`config.mk`:
```
export PLATFORM = sky130hd
export DESIGN_NAME = prime_factorization_core
export DESIGN_NICKNAME = d
export VERILOG_FILES = /design/src/hdl/pf_pkg.sv /design/src/hdl/pf_divider.sv /design/src/hdl/prime_factorization_core.sv
export VERILOG_INCLUDE_DIRS = /design/src /design/src/hdl
export SDC_FILE = /design/constraint.sdc
export NUM_CORES = 1
export LEC_CHECK = 0
export ABC_AREA = 1
export CAP_MARGIN = 0
export CELL_PAD_IN_SITES_DETAIL_PLACEMENT = 1
export CELL_PAD_IN_SITES_GLOBAL_PLACEMENT = 1
export CORE_MARGIN = 4
export CORE_UTILIZATION = 43
export CTS_CLUSTER_DIAMETER = 80
export DETAILED_ROUTE_END_ITERATION = 6
export DONT_BUFFER_PORTS = 1
export GPL_TIMING_DRIVEN = 1
export PLACE_DENSITY = 0.83
export SLEW_MARGIN = 20
export SYNTH_ARGS = -nofsm -noshare
export SYNTH_HDL_FRONTEND = slang
export SYNTH_SLANG_ARGS = --single-unit
```
`constraint.sdc`:
```
create_clock -name clk -period 2.84 [get_ports clk]
set_clock_uncertainty 0.15 [all_clocks]
set_input_delay 0.426 -clock clk [delete_from_list [all_inputs] [get_ports clk]]
set_output_delay 0.426 -clock clk [all_outputs]
set_load 0.1 [all_outputs]
```
`src/hdl/assert_macros.svh`:
```
// Assertion macros shared by the factorizer RTL.
// Assertions drop out entirely when SYNTH is defined.
`ifndef ASSERT_MACROS_SVH
`define ASSERT_MACROS_SVH
`ifndef SYNTH
// Property must hold at every clock edge outside reset.
`define ASSERT_PROP(lbl, clk, rst, prop, msg) \
  lbl: assert property (@(posedge clk) disable iff (rst) (prop)) else $error(msg);
// Condition must never be true outside reset.
`define ASSERT_NEVER(lbl, clk, rst, cond, msg) \
  `ASSERT_PROP(lbl, clk, rst, !(cond), msg)
`else
`define ASSERT_PROP(lbl, clk, rst, prop, msg)
`define ASSERT_NEVER(lbl, clk, rst, cond, msg)
`endif
`endif

```
`src/hdl/pf_pkg.sv`:
```
// Shared types and constants of the prime factorization core.
// No dependencies.
package pf_pkg;

  localparam int IN_W    = 31;  // width of the value input field
  localparam int PRIME_W = 31;  // width of the prime output field
  localparam int EXP_W   = 5;   // width of the exponent output field

  // Sequencer states, one-hot
  typedef enum logic [4:0] {
    S_IDLE   = 5'b00001,
    S_CHECK  = 5'b00010,
    S_START  = 5'b00100,
    S_DIVIDE = 5'b01000,
    S_EMIT   = 5'b10000
  } pf_state_t;

endpackage

```
`src/hdl/pf_divider.sv`:
```
// Iterative restoring divider, one quotient bit per cycle.
// Depends on nothing; used by prime_factorization_core.
module pf_divider #(
  parameter int W = 31
) (
  input  logic         clk,
  input  logic         rst,
  input  logic         start,
  input  logic [W-1:0] dividend,
  input  logic [W-1:0] divisor,
  output logic         done,
  output logic [W-1:0] quot,
  output logic [W-1:0] rem
);

  localparam int CW = $clog2(W + 1);

  logic          busy;
  logic [CW-1:0] count;
  logic [W:0]    rem_shift;
  logic [W:0]    rem_diff;
  logic          q_bit;

  // One restoring step: shift in next dividend bit, try subtract
  always_comb begin
    rem_shift = {rem, quot[W-1]};
    rem_diff  = rem_shift - {1'b0, divisor};
    q_bit     = !rem_diff[W];  // no borrow: partial remainder covers divisor
  end

  // Control: busy flag, bit counter, done pulse
  always_ff @(posedge clk) begin
    if (rst) begin
      busy  <= 1'b0;
      done  <= 1'b0;
      count <= '0;
    end else if (start) begin
      busy  <= 1'b1;
      done  <= 1'b0;
      count <= CW'(W);
    end else if (busy) begin
      count <= count - CW'(1);
      if (count == CW'(1)) begin
        busy <= 1'b0;
        done <= 1'b1;
      end else begin
        done <= 1'b0;
      end
    end else begin
      done <= 1'b0;
    end
  end

  // Datapath: partial remainder and quotient shift register
  always_ff @(posedge clk) begin
    if (start) begin
      rem  <= '0;
      quot <= dividend;
    end else if (busy) begin
      rem  <= q_bit ? rem_diff[W-1:0] : rem_shift[W-1:0];
      quot <= {quot[W-2:0], q_bit};
    end
  end

endmodule

```
`src/hdl/prime_factorization_core.sv`:
```
// Trial-division prime factorizer: sequencer, square tracking, output register.
// Depends on pf_pkg, pf_divider and assert_macros.svh.
//
// Usage:
//   Input channel (value, in_valid, in_stall): a transfer happens when in_valid
//   is high and in_stall is low. in_stall stays high from the accepted value
//   until its last result has been loaded into the output register, and also
//   through the check state when that result came from the trial loop.
//   Output channel (prime, exponent, none_found, out_valid, out_stall): one
//   transfer per distinct prime factor in ascending order, the final one with
//   last set. An input of 0 or 1 gives a single transfer with none_found set.
//   Sequence: every trial divisor d passes through check, start, one divider
//   step per bit and done; each extra division that strips a factor repeats
//   all of these but the check. The shared restoring divider takes the steps
//   one per bit. A prime near 2^31 needs about 46341 divisors.
//   Stall: while out_stall holds a result, the sequencer waits before loading
//   the next one; no result is dropped.
//   Reset: synchronous; returns to idle with the output register empty.
`include "assert_macros.svh"

module prime_factorization_core
  import pf_pkg::*;
#(
  parameter int VALUE_BITS = 31
) (
  input  logic               clk,
  input  logic               rst,
  input  logic               in_valid,
  output logic               in_stall,
  input  logic [IN_W-1:0]    value,
  output logic               out_valid,
  input  logic               out_stall,
  output logic [PRIME_W-1:0] prime,
  output logic [EXP_W-1:0]   exponent,
  output logic               none_found,
  output logic               last
);

  localparam int SQ_W = VALUE_BITS + 2;

  pf_state_t             state;
  logic [VALUE_BITS-1:0] n;
  logic [VALUE_BITS-1:0] d;
  logic [SQ_W-1:0]       sq;
  logic [EXP_W-1:0]      cnt;

  logic [VALUE_BITS-1:0] emit_prime;
  logic [EXP_W-1:0]      emit_exp;
  logic                  emit_none;
  logic                  emit_last;
  logic                  emit_to_idle;

  logic                  in_xfer;
  logic                  out_free;
  logic                  div_start;
  logic                  div_done;
  logic [VALUE_BITS-1:0] div_quot;
  logic [VALUE_BITS-1:0] div_rem;
  logic [VALUE_BITS-1:0] n_load;

  assign in_stall  = (state != S_IDLE);
  assign in_xfer   = in_valid && !in_stall;
  assign out_free  = !out_valid || !out_stall;
  assign div_start = (state == S_START);
  assign n_load    = VALUE_BITS'(value);

  pf_divider #(.W(VALUE_BITS)) u_div (
    .clk      (clk),
    .rst      (rst),
    .start    (div_start),
    .dividend (n),
    .divisor  (d),
    .done     (div_done),
    .quot     (div_quot),
    .rem      (div_rem)
  );

  // Sequencer state
  always_ff @(posedge clk) begin
    if (rst) begin
      state <= S_IDLE;
    end else begin
      unique case (state)
        S_IDLE: begin
          if (in_xfer) state <= (n_load <= VALUE_BITS'(1)) ? S_EMIT : S_CHECK;
        end
        S_CHECK: begin
          if (sq <= SQ_W'(n))        state <= S_START;
          else if (n > VALUE_BITS'(1)) state <= S_EMIT;
          else                       state <= S_IDLE;
        end
        S_START: state <= S_DIVIDE;
        S_DIVIDE: begin
          if (div_done) begin
            if (div_rem == '0)       state <= S_START;
            else if (cnt != '0)      state <= S_EMIT;
            else                     state <= S_CHECK;
          end
        end
        S_EMIT: begin
          if (out_free) state <= emit_to_idle ? S_IDLE : S_CHECK;
        end
        default: state <= S_IDLE;
      endcase
    end
  end

  // Working registers: quotient, trial divisor, its square, multiplicity
  always_ff @(posedge clk) begin
    if (in_xfer) begin
      n   <= n_load;
      d   <= VALUE_BITS'(2);
      sq  <= SQ_W'(4);
      cnt <= '0;
    end else if (state == S_DIVIDE && div_done) begin
      if (div_rem == '0) begin
        n   <= div_quot;
        cnt <= cnt + EXP_W'(1);
      end else begin
        // (d+1)^2 = d^2 + 2d + 1
        d   <= d + VALUE_BITS'(1);
        sq  <= sq + SQ_W'({d, 1'b1});
        cnt <= '0;
      end
    end
  end

  // Pending result to hand to the output register
  always_ff @(posedge clk) begin
    if (in_xfer) begin
      emit_prime   <= '0;
      emit_exp     <= '0;
      emit_none    <= 1'b1;
      emit_last    <= 1'b1;
      emit_to_idle <= 1'b1;
    end else if (state == S_CHECK) begin
      emit_prime   <= n;
      emit_exp     <= EXP_W'(1);
      emit_none    <= 1'b0;
      emit_last    <= 1'b1;
      emit_to_idle <= 1'b1;
    end else if (state == S_DIVIDE && div_done && div_rem != '0) begin
      // remaining quotient of one means no further factor follows
      emit_prime   <= d;
      emit_exp     <= cnt;
      emit_none    <= 1'b0;
      emit_last    <= (n == VALUE_BITS'(1));
      emit_to_idle <= 1'b0;
    end
  end

  // Output register
  always_ff @(posedge clk) begin
    if (rst) begin
      out_valid <= 1'b0;
    end else if (state == S_EMIT && out_free) begin
      out_valid <= 1'b1;
    end else if (!out_stall) begin
      out_valid <= 1'b0;
    end
  end

  always_ff @(posedge clk) begin
    if (state == S_EMIT && out_free) begin
      prime      <= PRIME_W'(emit_prime);
      exponent   <= emit_exp;
      none_found <= emit_none;
      last       <= emit_last;
    end
  end

  `ASSERT_PROP(a_none_fields, clk, rst,
    out_valid && none_found |-> last && prime == '0 && exponent == '0,
    "no-factor result carries a prime or exponent")
  `ASSERT_PROP(a_factor_fields, clk, rst,
    out_valid && !none_found |-> exponent != '0 && prime >= PRIME_W'(2),
    "factor result with zero exponent or prime below two")
  `ASSERT_NEVER(a_done_state, clk, rst, div_done && state != S_DIVIDE,
    "divider finished outside the divide state")
  `ASSERT_PROP(a_work_regs, clk, rst,
    (state == S_START || state == S_DIVIDE) |-> d >= VALUE_BITS'(2) && n != '0,
    "division started with bad divisor or zero quotient")

endmodule
```
==> flow_summary.yaml, run 1 <==
run_status:
  status: "finished clean"
yosys:
  syn_area_sq_mm: 0.0158
  synthTopCellsByArea: "dfxtp_1, edfxtp_1, nand2_1, ha_1, inv_1"
  yosys_warnings: 0
  synth-compound-area-share_pct: 11.7
  ys_seq_elements: 252
  synth_cells: 2245
  syn-num-nets: 2380
  synth_xor_area_share_pct: 2.78
  yosysSeqAreaShare_pct: 38.4
  ys_types: 40
  synth_top_cell_area_share_pct: 19.3
  syn_area_per_cell_sq_um: 7.02
  synthMuxAreaShare_pct: 0
  synth_top_family_by_area: "simple AND/OR/NAND/NOR gates"
  yosys.area_share.simple_pct: 29.8
  yosys.area_share.adder_pct: 8.04
  synth_top_area_cell: "dfxtp_1"
hold_path:
  min_path_type: "in2reg"
  worst_hold_path.endpoint: "n[5]$_DFFE_PP_"
  min_path_cells: 2
  worstHoldStart: "value[5]"
cts:
  cts_setup_buffers: 0
  cts.sinks: 252
  clock_path_buffers: 3
  clk-insertion-delay-late_ns: 0.58
  cts_root_buffer: "clkbuf_16"
  cts_buffers: 29
  cts_tree: "done"
  clk_pin_slew_worst_paths_ns: 0.06
  htreeDepth: 1
global_routing:
  antenna_found_initial: 0
  grt_pass1_vias: 16594
  track_usage_pct: 28.3
  grt_overflow_total: 0
  grt_pass1_wl_um: 89200
  grt_max_degree: 60
setup_path:
  slowest_stage: "ha_1"
  cp_cell_sequence: "inv_1, ha_1, a21oi_1, o21ai_0, a21oi_1, nand2_1, nand2_1, nand2_1, nand2_2, buf_12, nand3_1, nand3_1, nand2_1"
  cp.arrival_ns: 2.94
  r2r_start: "d[10]$_SDFFE_PP0P_"
  r2r_end: "u_div.rem[19]$_SDFFE_PP0P_"
  regToRegSetupSlack_ns: 0.19
  cp_top_family: "simple AND/OR/NAND/NOR gates"
  path_class: "reg2reg"
  path_buf_inv: 2
  end_kind: "flop"
  cp-start-kind: "flop"
  r2r_cells: 13
  cp.required_ns: 3.13
  crit_path_max_incr_delay_ns: 0.39
  crit_fanout: 32
  crit_top_cell: "nand2_1"
final_layout:
  stdcell_count: 2774
  nets: 2426
  antenna_cells: 0
  area_delta_synth_final_pct: 13.4
  drive_above_1_share_pct: 5.92
route:
  drcViolationCount: 0
  drt_wl_total_um: 56600
  vias: 15630
  drt_iter0_markers: 902
  via_per_inst: 5.63
  ant_nets: 0
  wl_per_cell_um: 20.4
  drt-pass1-iter-count: 5
timing:
  period_share_pct: 93.2
  worstMarginPinSlew_ns: 0.955
  period_needed_ns: 2.65
  fmax_ghz: 0.378
  setup_viol: 0
  hold_viol: 0
  slew_violations: 0
  maxSlewHeadroom_pct: 36.5
  setup_tns_ns: 0
  fin_ws_ns: 0.192
  rsz0062_at_grt: "false"
placement:
  dp_hpwl_um: 43400
  place.gp.congestion: 0.920
  preCtsSetupSlack_ns: 0.149
  portBuffers: 0
  placedCellCount: 2699
floorplanning:
  die_y_um: 199
  core_sq_mm: 0.0358
  ios: 75
  dieWidth_um: 199
  rows: 69
  initial_core_util_pct: 44.0
  dieArea_sq_mm: 0.0398
pwr:
  leakage_nw: 7.98
  power_density_mw_per_mm2: 788
  vdd_drop_max_mv: 0.470
run:
  maxCapViolCount: 0
## registers in the layout, indices dropped and copies added (netlist names), 5 cells and up
name,cells
u_div.count,5
u_div.rem,31
u_div.quot,31
exponent,5
state,5
emit_exp,5
cnt,5
d,31
n,31
emit_prime,31
prime,31
sq,33
## metal layers
metal	global-route usage, %	vias up	wire length, um
li1	-	7414	-
met1	34.8	7626	23600
met4	10.1	0	2090
met5	0	-	0
met2	51.2	468	28000
met3	3.22	122	2850
## worst max-delay path by stage
stage,from,to,slack [ns],depth (start not counted)
after floorplan,state[2]$_SDFFE_PP0P_,n[0]$_DFFE_PP_,-0.24,7
after global placement,d[0]$_SDFFE_PP0P_,sq[32]$_SDFFE_PP0P_,0.25,13
after detailed placement,u_div.quot[30]$_DFFE_PP_,u_div.rem[22]$_SDFFE_PP0P_,0.15,17
after CTS,u_div.quot[30]$_DFFE_PP_,u_div.rem[22]$_SDFFE_PP0P_,0.10,17
after global routing,d[11]$_SDFFE_PP0P_,u_div.rem[20]$_SDFFE_PP0P_,0.002,16
final,d[10]$_SDFFE_PP0P_,u_div.rem[19]$_SDFFE_PP0P_,0.19,13
## where the power goes
group          switching (mW)  internal, mW  leakage [nW]
combinational            3.70          1.82          5.34
sequential              0.348          4.24          2.16
clock                    1.59          2.38         0.485
## cell families after synthesis
group	Yosys count
AOI/OAI and AO/OA	343
xor gates and xnor gates	50
adders and majority gates	100
DFF	252
buffers and inverters	374
and+or+nand+nor	1126
## area by class of cell
type	instances	area (sq um)
multi-input cells	1619	8310
flip-flops and latches	252	6050
well taps	461	577
repair buffers	86	796
inverters	303	1140
clock buffers	38	779
fillers	4599	18000
clock inverters	15	213
## stage by stage
stage               power [mW]  util (%)  hold WS, ns  area (sq um)
detailed placement        10.0      46.4        0.265         16600
global route              15.0      49.9       0.0284         17900
floorplan                 8.45         -        0.253         15800
global placement          9.78      46.4        0.262         16600
finish                    14.1      49.9       0.0181         17900
CTS                       14.0      49.8   0.00000172         17800
## cells in the mapped netlist (all sizes together)
library cell,number
a211oi,1
a21boi,6
a21o,9
a21oi,144
a31oi,33
and2,1
and3,3
buf,37
clkbuf,34
dfxtp,152
edfxtp,100
fa,2
ha,98
inv,303
nand2,675
nand3,171
nand3b,6
nand4,31
nor2,178
nor3,46
nor3b,3
nor4,9
o211ai,7
o21a,3
o21ai,130
o21bai,10
or2,3
xnor2,21
xor2,29
## cells in the final DEF, fill, tap and decap left out, types with 6 or more instances in the layout
master,netlist,final
a21boi_0,6,6
a21o_1,9,9
a21oi_1,144,143
a31oi_1,33,33
buf_12,0,7
buf_4,8,55
clkbuf_1,34,7
clkbuf_16,0,29
dfxtp_1,152,147
dlygate4sd3_1,0,22
edfxtp_1,100,100
ha_1,98,97
inv_1,302,301
nand2_1,672,669
nand3_1,170,169
nand3b_1,6,6
nand4_1,31,31
nor2_1,174,172
nor3_1,44,44
nor4_1,9,9
o211ai_1,7,7
o21ai_0,127,127
o21bai_1,10,10
xnor2_1,21,21
xor2_1,29,29
## timing repair
| item | 4_1_cts | 5_1_grt |
|---|---|---|
| resized for setup | 0 | 10 |
| setup endpoints to repair | 0 | 36 |
| hold buffers | 22 | 0 |
| hold endpoints to repair | 32 | 0 |
Power figures use the tool's default switching activity.
==> run 2, diff against run 1 <==
--- a/config.mk
+++ b/config.mk
@@ -16,7 +16,8 @@
 export DETAILED_ROUTE_END_ITERATION = 6
 export DONT_BUFFER_PORTS = 1
 export GPL_TIMING_DRIVEN = 1
-export PLACE_DENSITY = 0.83
+export PLACE_DENSITY_LB_ADDON = 0.1
+export REMOVE_ABC_BUFFERS = 1
 export SLEW_MARGIN = 20
 export SYNTH_ARGS = -nofsm -noshare
 export SYNTH_HDL_FRONTEND = slang
==> run 2 against run 1 <==
Against the previous run:
- setup slack improved by 0.029 ns
- critical path depth did not move
- sequential power barely moved
==> flow_summary.yaml, run 2 (synthesis results as in run 1) <==
route:
  wl_per_cell_um: 20.7
  drt_iter0_markers: 1052
  drcViolationCount: 0
  drt-pass1-iter-count: 5
  via_per_inst: 5.52
  ant_nets: 0
  drt_wl_total_um: 57300
  vias: 15304
final_layout:
  nets: 2424
  stdcell_count: 2774
  antenna_cells: 0
  layout_commonest_cell: "nand2_1"
  largest_reg_flops: 33
  drive_above_1_share_pct: 6.01
  final_cell_mix: "nand2_1, inv_1, nor2_1"
  top_register: "sq"
  area_delta_synth_final_pct: 13.7
setup_path:
  cp.arrival_ns: 2.93
  r2r_cells: 13
  cp.depth: 13
  slowest_stage: "dfxtp_1"
  cp-start-kind: "flop"
  crit_top_cell: "nand2_1"
  path_class: "reg2reg"
  r2r_end: "u_div.rem[11]$_SDFFE_PP0P_"
  startpoint: "d[30]$_SDFFE_PP0P_"
  crit_path_max_incr_delay_ns: 0.48
  cp.required_ns: 3.15
  path_buf_inv: 3
  regToRegSetupSlack_ns: 0.22
  crit_fanout: 14
  cp_top_family: "simple AND/OR/NAND/NOR gates"
  end_kind: "flop"
  cp_cell_sequence: "inv_1, ha_1, inv_1, o21bai_1, a21oi_1, nand2_1, a21oi_1, nand3_2, nand2_2, buf_6, nand2_1, nand3_1, nand2_1"
  r2r_start: "d[30]$_SDFFE_PP0P_"
  crit_end: "u_div.rem[11]$_SDFFE_PP0P_"
pwr:
  vdd_drop_max_mv: 0.423
  leakage_nw: 7.97
  power_density_mw_per_mm2: 800
floorplanning:
  rows: 69
  ios: 75
  dieWidth_um: 199
  die_y_um: 199
  core_sq_mm: 0.0358
  dieArea_sq_mm: 0.0398
  initial_core_util_pct: 44.0
global_routing:
  grt_max_degree: 88
  track_usage_pct: 28.6
  antenna_found_initial: 1
  grt_pass1_wl_um: 89100
  grt_pass1_vias: 15926
  grt_overflow_total: 0
timing:
  rsz0062_at_grt: "false"
  fmax_ghz: 0.382
  hold_viol: 0
  worstMarginPinSlew_ns: 0.946
  period_needed_ns: 2.62
  period_share_pct: 92.2
  maxSlewHeadroom_pct: 37.1
  setup_viol: 0
  slew_violations: 0
  holdWs_ns: 0.0319
cts:
  cts.sinks: 252
  cts_root_buffer: "clkbuf_16"
  cts_buffers: 30
  htreeDepth: 1
  cts_tree: "done"
  clock_path_buffers: 3
  clk_pin_slew_worst_paths_ns: 0.06
  clk-insertion-delay-late_ns: 0.58
placement:
  dp_hpwl_um: 43700
  placedCellCount: 2691
  portBuffers: 0
  place.gp.congestion: 0.983
hold_path:
  min_path_type: "in2reg"
run:
  maxCapViolCount: 0
run_status:
  status: "finished clean"
[run 2: cell count changes in the layout (fill, tap and decap cells not counted), sizes merged]
cell         change
clkinvlp         +2
buf              -8
clkbuf           -2
bufinv           -1
clkinv           +5
dlygate4sd3      +4
[run 2: timing repair]
| item | CTS | global route |
|---|---|---|
| endpoints found under the setup margin | 0 | 42 |
| hold buffers | 26 | 0 |
| setup buffers | 0 | 0 |
| endpoints found under the hold margin | 36 | 0 |
| gates resized for setup | 0 | 19 |
[run 2: cell type report]
class	count	area, sq um
timing repair buffer	83	810
inverter	303	1140
clock buffer	35	779
tap	461	577
multi-input combinational	1619	8320
fill	4547	17900
clock inverter	21	233
sequential	252	6060
[run 2: worst register-to-register path: cells and delay by family (launching register included)]
kind	cells	cell delay (ns)
adders and majority gates	1	0.37
DFF	1	0.48
and+or+nand+nor	6	0.58
AOI/OAI and AO/OA	3	0.42
buffers and inverters	3	0.48
[run 2: per-stage QoR]
step                      util (%)  area (sq um)  worst slack (ns)  TNS, ns  power [mW]
after floorplan                  -         15400             -3.74  -454.19        8.27
after global placement        46.2         16600             0.130        0        9.97
after detailed placement      46.2         16600            0.0950        0        10.1
after CTS                     49.8         17800             0.122        0        14.2
after global routing          50.0         17900            0.0143        0        15.3
final                         50.0         17900             0.221        0        14.3
[run 2: power by group]
group / switching, mW / internal, mW
registers: 0.375 / 4.23
logic: 3.80 / 1.94
clock network: 1.65 / 2.34
[run 2: routing by layer]
metal	track usage, %	up-vias	part of all wire [%]	routed length, um
met1	38.6	7482	45	25900
li1	-	7416	-	-
met5	0	-	0	0
met3	4.11	71	5.0	2880
met2	48.4	335	47	27200
met4	7.57	0	2.4	1350
[run 2: how the worst min path moves through the flow]
stage | start | endpoint | slack, ns | cells after the start
global route | value[15] | n[15]$_DFFE_PP_ | 0.04 | 2
finish | value[19] | n[19]$_DFFE_PP_ | 0.03 | 2
detailed placement | emit_exp[2]$_SDFFE_PP0P_ | exponent[2]$_DFFE_PP_ | 0.26 | 0
CTS | value[19] | n[19]$_DFFE_PP_ | 0.006 | 2
global placement | emit_prime[11]$_SDFFE_PP0P_ | prime[11]$_DFFE_PP_ | 0.26 | 0
floorplan | emit_exp[1]$_SDFFE_PP0P_ | exponent[1]$_DFFE_PP_ | 0.25 | 0
==> run 3, diff against run 2 <==
--- a/config.mk
+++ b/config.mk
@@ -11,7 +11,7 @@
 export CELL_PAD_IN_SITES_DETAIL_PLACEMENT = 1
 export CELL_PAD_IN_SITES_GLOBAL_PLACEMENT = 1
 export CORE_MARGIN = 4
-export CORE_UTILIZATION = 43
+export CORE_UTILIZATION = 25
 export CTS_CLUSTER_DIAMETER = 80
 export DETAILED_ROUTE_END_ITERATION = 6
 export DONT_BUFFER_PORTS = 1
==> constraint.sdc (replaced) <==
create_clock -name clk -period 2.4 [get_ports clk]
set_clock_uncertainty 0.15 [all_clocks]
set_input_delay 0.36 -clock clk [delete_from_list [all_inputs] [get_ports clk]]
set_output_delay 0.36 -clock clk [all_outputs]
set_load 0.1 [all_outputs]
==> run 3 against run 2 <==
Against the previous run:
- the run now ends with setup timing left
- power grew 39%
- die area grew 69%
- register-to-register slack lost 0.22 ns
- critical endpoint is now u_div.rem[24]$_SDFFE_PP0P_
- largest power group unchanged
==> flow_summary.yaml, run 3 (synthesis results as in run 1) <==
route:
  via_per_inst: 4.67
  drcViolationCount: 0
  drt-pass1-iter-count: 5
  vias: 15921
  drt_iter0_markers: 794
  wl_per_cell_um: 19.2
  drt_wl_total_um: 65400
  ant_nets: 0
setup_path:
  end_kind: "flop"
  regToRegSetupSlack_ns: -0.002
  path_class: "reg2reg"
  r2r_cells: 15
  crit_end: "u_div.rem[24]$_SDFFE_PP0P_"
  crit_top_cell: "nand2_2"
  startpoint: "u_div.quot[30]$_DFFE_PP_"
  cp.arrival_ns: 2.69
  slowest_stage: "fa_2"
  r2r_start: "u_div.quot[30]$_DFFE_PP_"
  cp_cell_sequence: "inv_2, ha_4, fa_2, inv_2, nand3_2, nand2_4, nand2_2, o211ai_1, nand3_1, nand3_1, nand2_1, nand2_2, nand2_2, nand3_2, nand2_1"
  cp-start-kind: "flop"
  crit_fanout: 4
  r2r_end: "u_div.rem[24]$_SDFFE_PP0P_"
  cp.required_ns: 2.69
  crit_path_max_incr_delay_ns: 0.40
placement:
  portBuffers: 0
  preCtsSetupSlack_ns: -0.316
  place.gp.congestion: 0.882
  dp_hpwl_um: 49400
  dpl_cell_area_sq_mm: 0.0188
cts:
  cts_tree: "done"
  cts_buffers: 35
  clk-insertion-delay-late_ns: 0.56
  htreeDepth: 2
  clock_path_buffers: 3
  cts.sinks: 252
  cts_root_buffer: "clkbuf_16"
  clk_pin_slew_worst_paths_ns: 0.06
final_layout:
  final_cell_mix: "nand2_1, inv_1, buf_4"
  final_cell_area_sq_mm: 0.0215
  largest_reg_flops: 33
  top_register: "sq"
  antenna_cells: 0
  area_delta_synth_final_pct: 36.7
  layout_commonest_cell: "nand2_1"
  nets: 2682
  multiInputGateArea_sq_mm: 0.00927
  drive_above_1_share_pct: 22.2
  nFillCells: 7551
  regArea_sq_mm: 0.00606
pwr:
  vdd_drop_max_mv: 0.478
  p_total_mw: 19.9
  leakage_nw: 9.38
  power_density_mw_per_mm2: 924
floorplanning:
  rows: 91
  ios: 75
  core_sq_mm: 0.0621
  dieArea_sq_mm: 0.0671
  die_y_um: 259
  dieWidth_um: 259
  initial_core_util_pct: 25.4
timing:
  period_share_pct: 100
  fin_ws_ns: -0.00183
  slew_violations: 0
  worstMarginPinSlew_ns: 0.512
  rsz0062_at_grt: "true"
  period_needed_ns: 2.40
  setup_tns_ns: -0.00183
  setup_viol: 1
  maxSlewHeadroom_pct: 65.6
  hold_viol: 0
  fmax_ghz: 0.416
run_status:
  status: "finished with violations"
  violations: "setup timing"
hold_path:
  min_path_type: "in2reg"
global_routing:
  grt_overflow_total: 0
  grt_pass1_wl_um: 98800
  antenna_found_initial: 2
  grt_max_degree: 66
  track_usage_pct: 18.9
  grt_pass1_vias: 16655
run:
  maxCapViolCount: 0
[run 3: layer usage]
layer,GRT usage [%],wire length (um)
met1,26.2,31700
met2,31.2,29700
met3,2.47,2230
met4,5.11,1690
met5,0,0
[run 3: layout make-up]
type | instances | share of cell area, %
clock inverter | 14 | 0.691
inverter | 303 | 5.28
timing repair buffer | 336 | 13.4
sequential | 252 | 28.1
tap | 837 | 4.86
clock buffer | 49 | 4.55
multi-input combinational | 1619 | 43.0
[run 3: worst min path at each step]
stage                            endpoint  cells after the start                  startpoint  slack, ns
finish              exponent[4]$_DFFE_PP_                      2                   out_stall       0.05
global route        exponent[4]$_DFFE_PP_                      2                   out_stall       0.05
CTS                 exponent[4]$_DFFE_PP_                      2                   out_stall       0.03
detailed placement     prime[3]$_DFFE_PP_                      0  emit_prime[3]$_SDFFE_PP0P_       0.27
global placement    exponent[3]$_DFFE_PP_                      0    emit_exp[3]$_SDFFE_PP0P_       0.26
floorplan           exponent[1]$_DFFE_PP_                      0    emit_exp[1]$_SDFFE_PP0P_       0.25
[run 3: timing repair]
action	in CTS	in global routing
endpoints found under the setup margin	43	103
resized for setup	31	232
buffers inserted	4	15
cloned	0	2
hold buffers	35	0
endpoints found under the hold margin	44	0
pin swaps	5	28
[run 3: stage by stage]
step                      hold WS (ns)  utilization (%)  std cells
after floorplan                  0.253                -       2174
after global placement           0.263             30.3       3291
after detailed placement         0.265             30.3       3291
after CTS                       0.0329             32.9       3393
after global routing            0.0525             34.7       3410
final                           0.0475             34.7       3410
[run 3: worst max-delay path, delay by kind of cell, from the launching register on]
| kind | cells | cell delay [ns] |
|---|---|---|
| simple gates | 10 | 0.91 |
| buf+inv | 2 | 0.12 |
| fa+ha+maj | 2 | 0.57 |
| compound gates | 1 | 0.19 |
| flops | 1 | 0.34 |
[run 3: where the power goes]
group          switching (mW)  internal, mW
clock                    2.19          3.09
combinational            5.34          3.79
sequential              0.467          5.02
total                    8.00          11.9
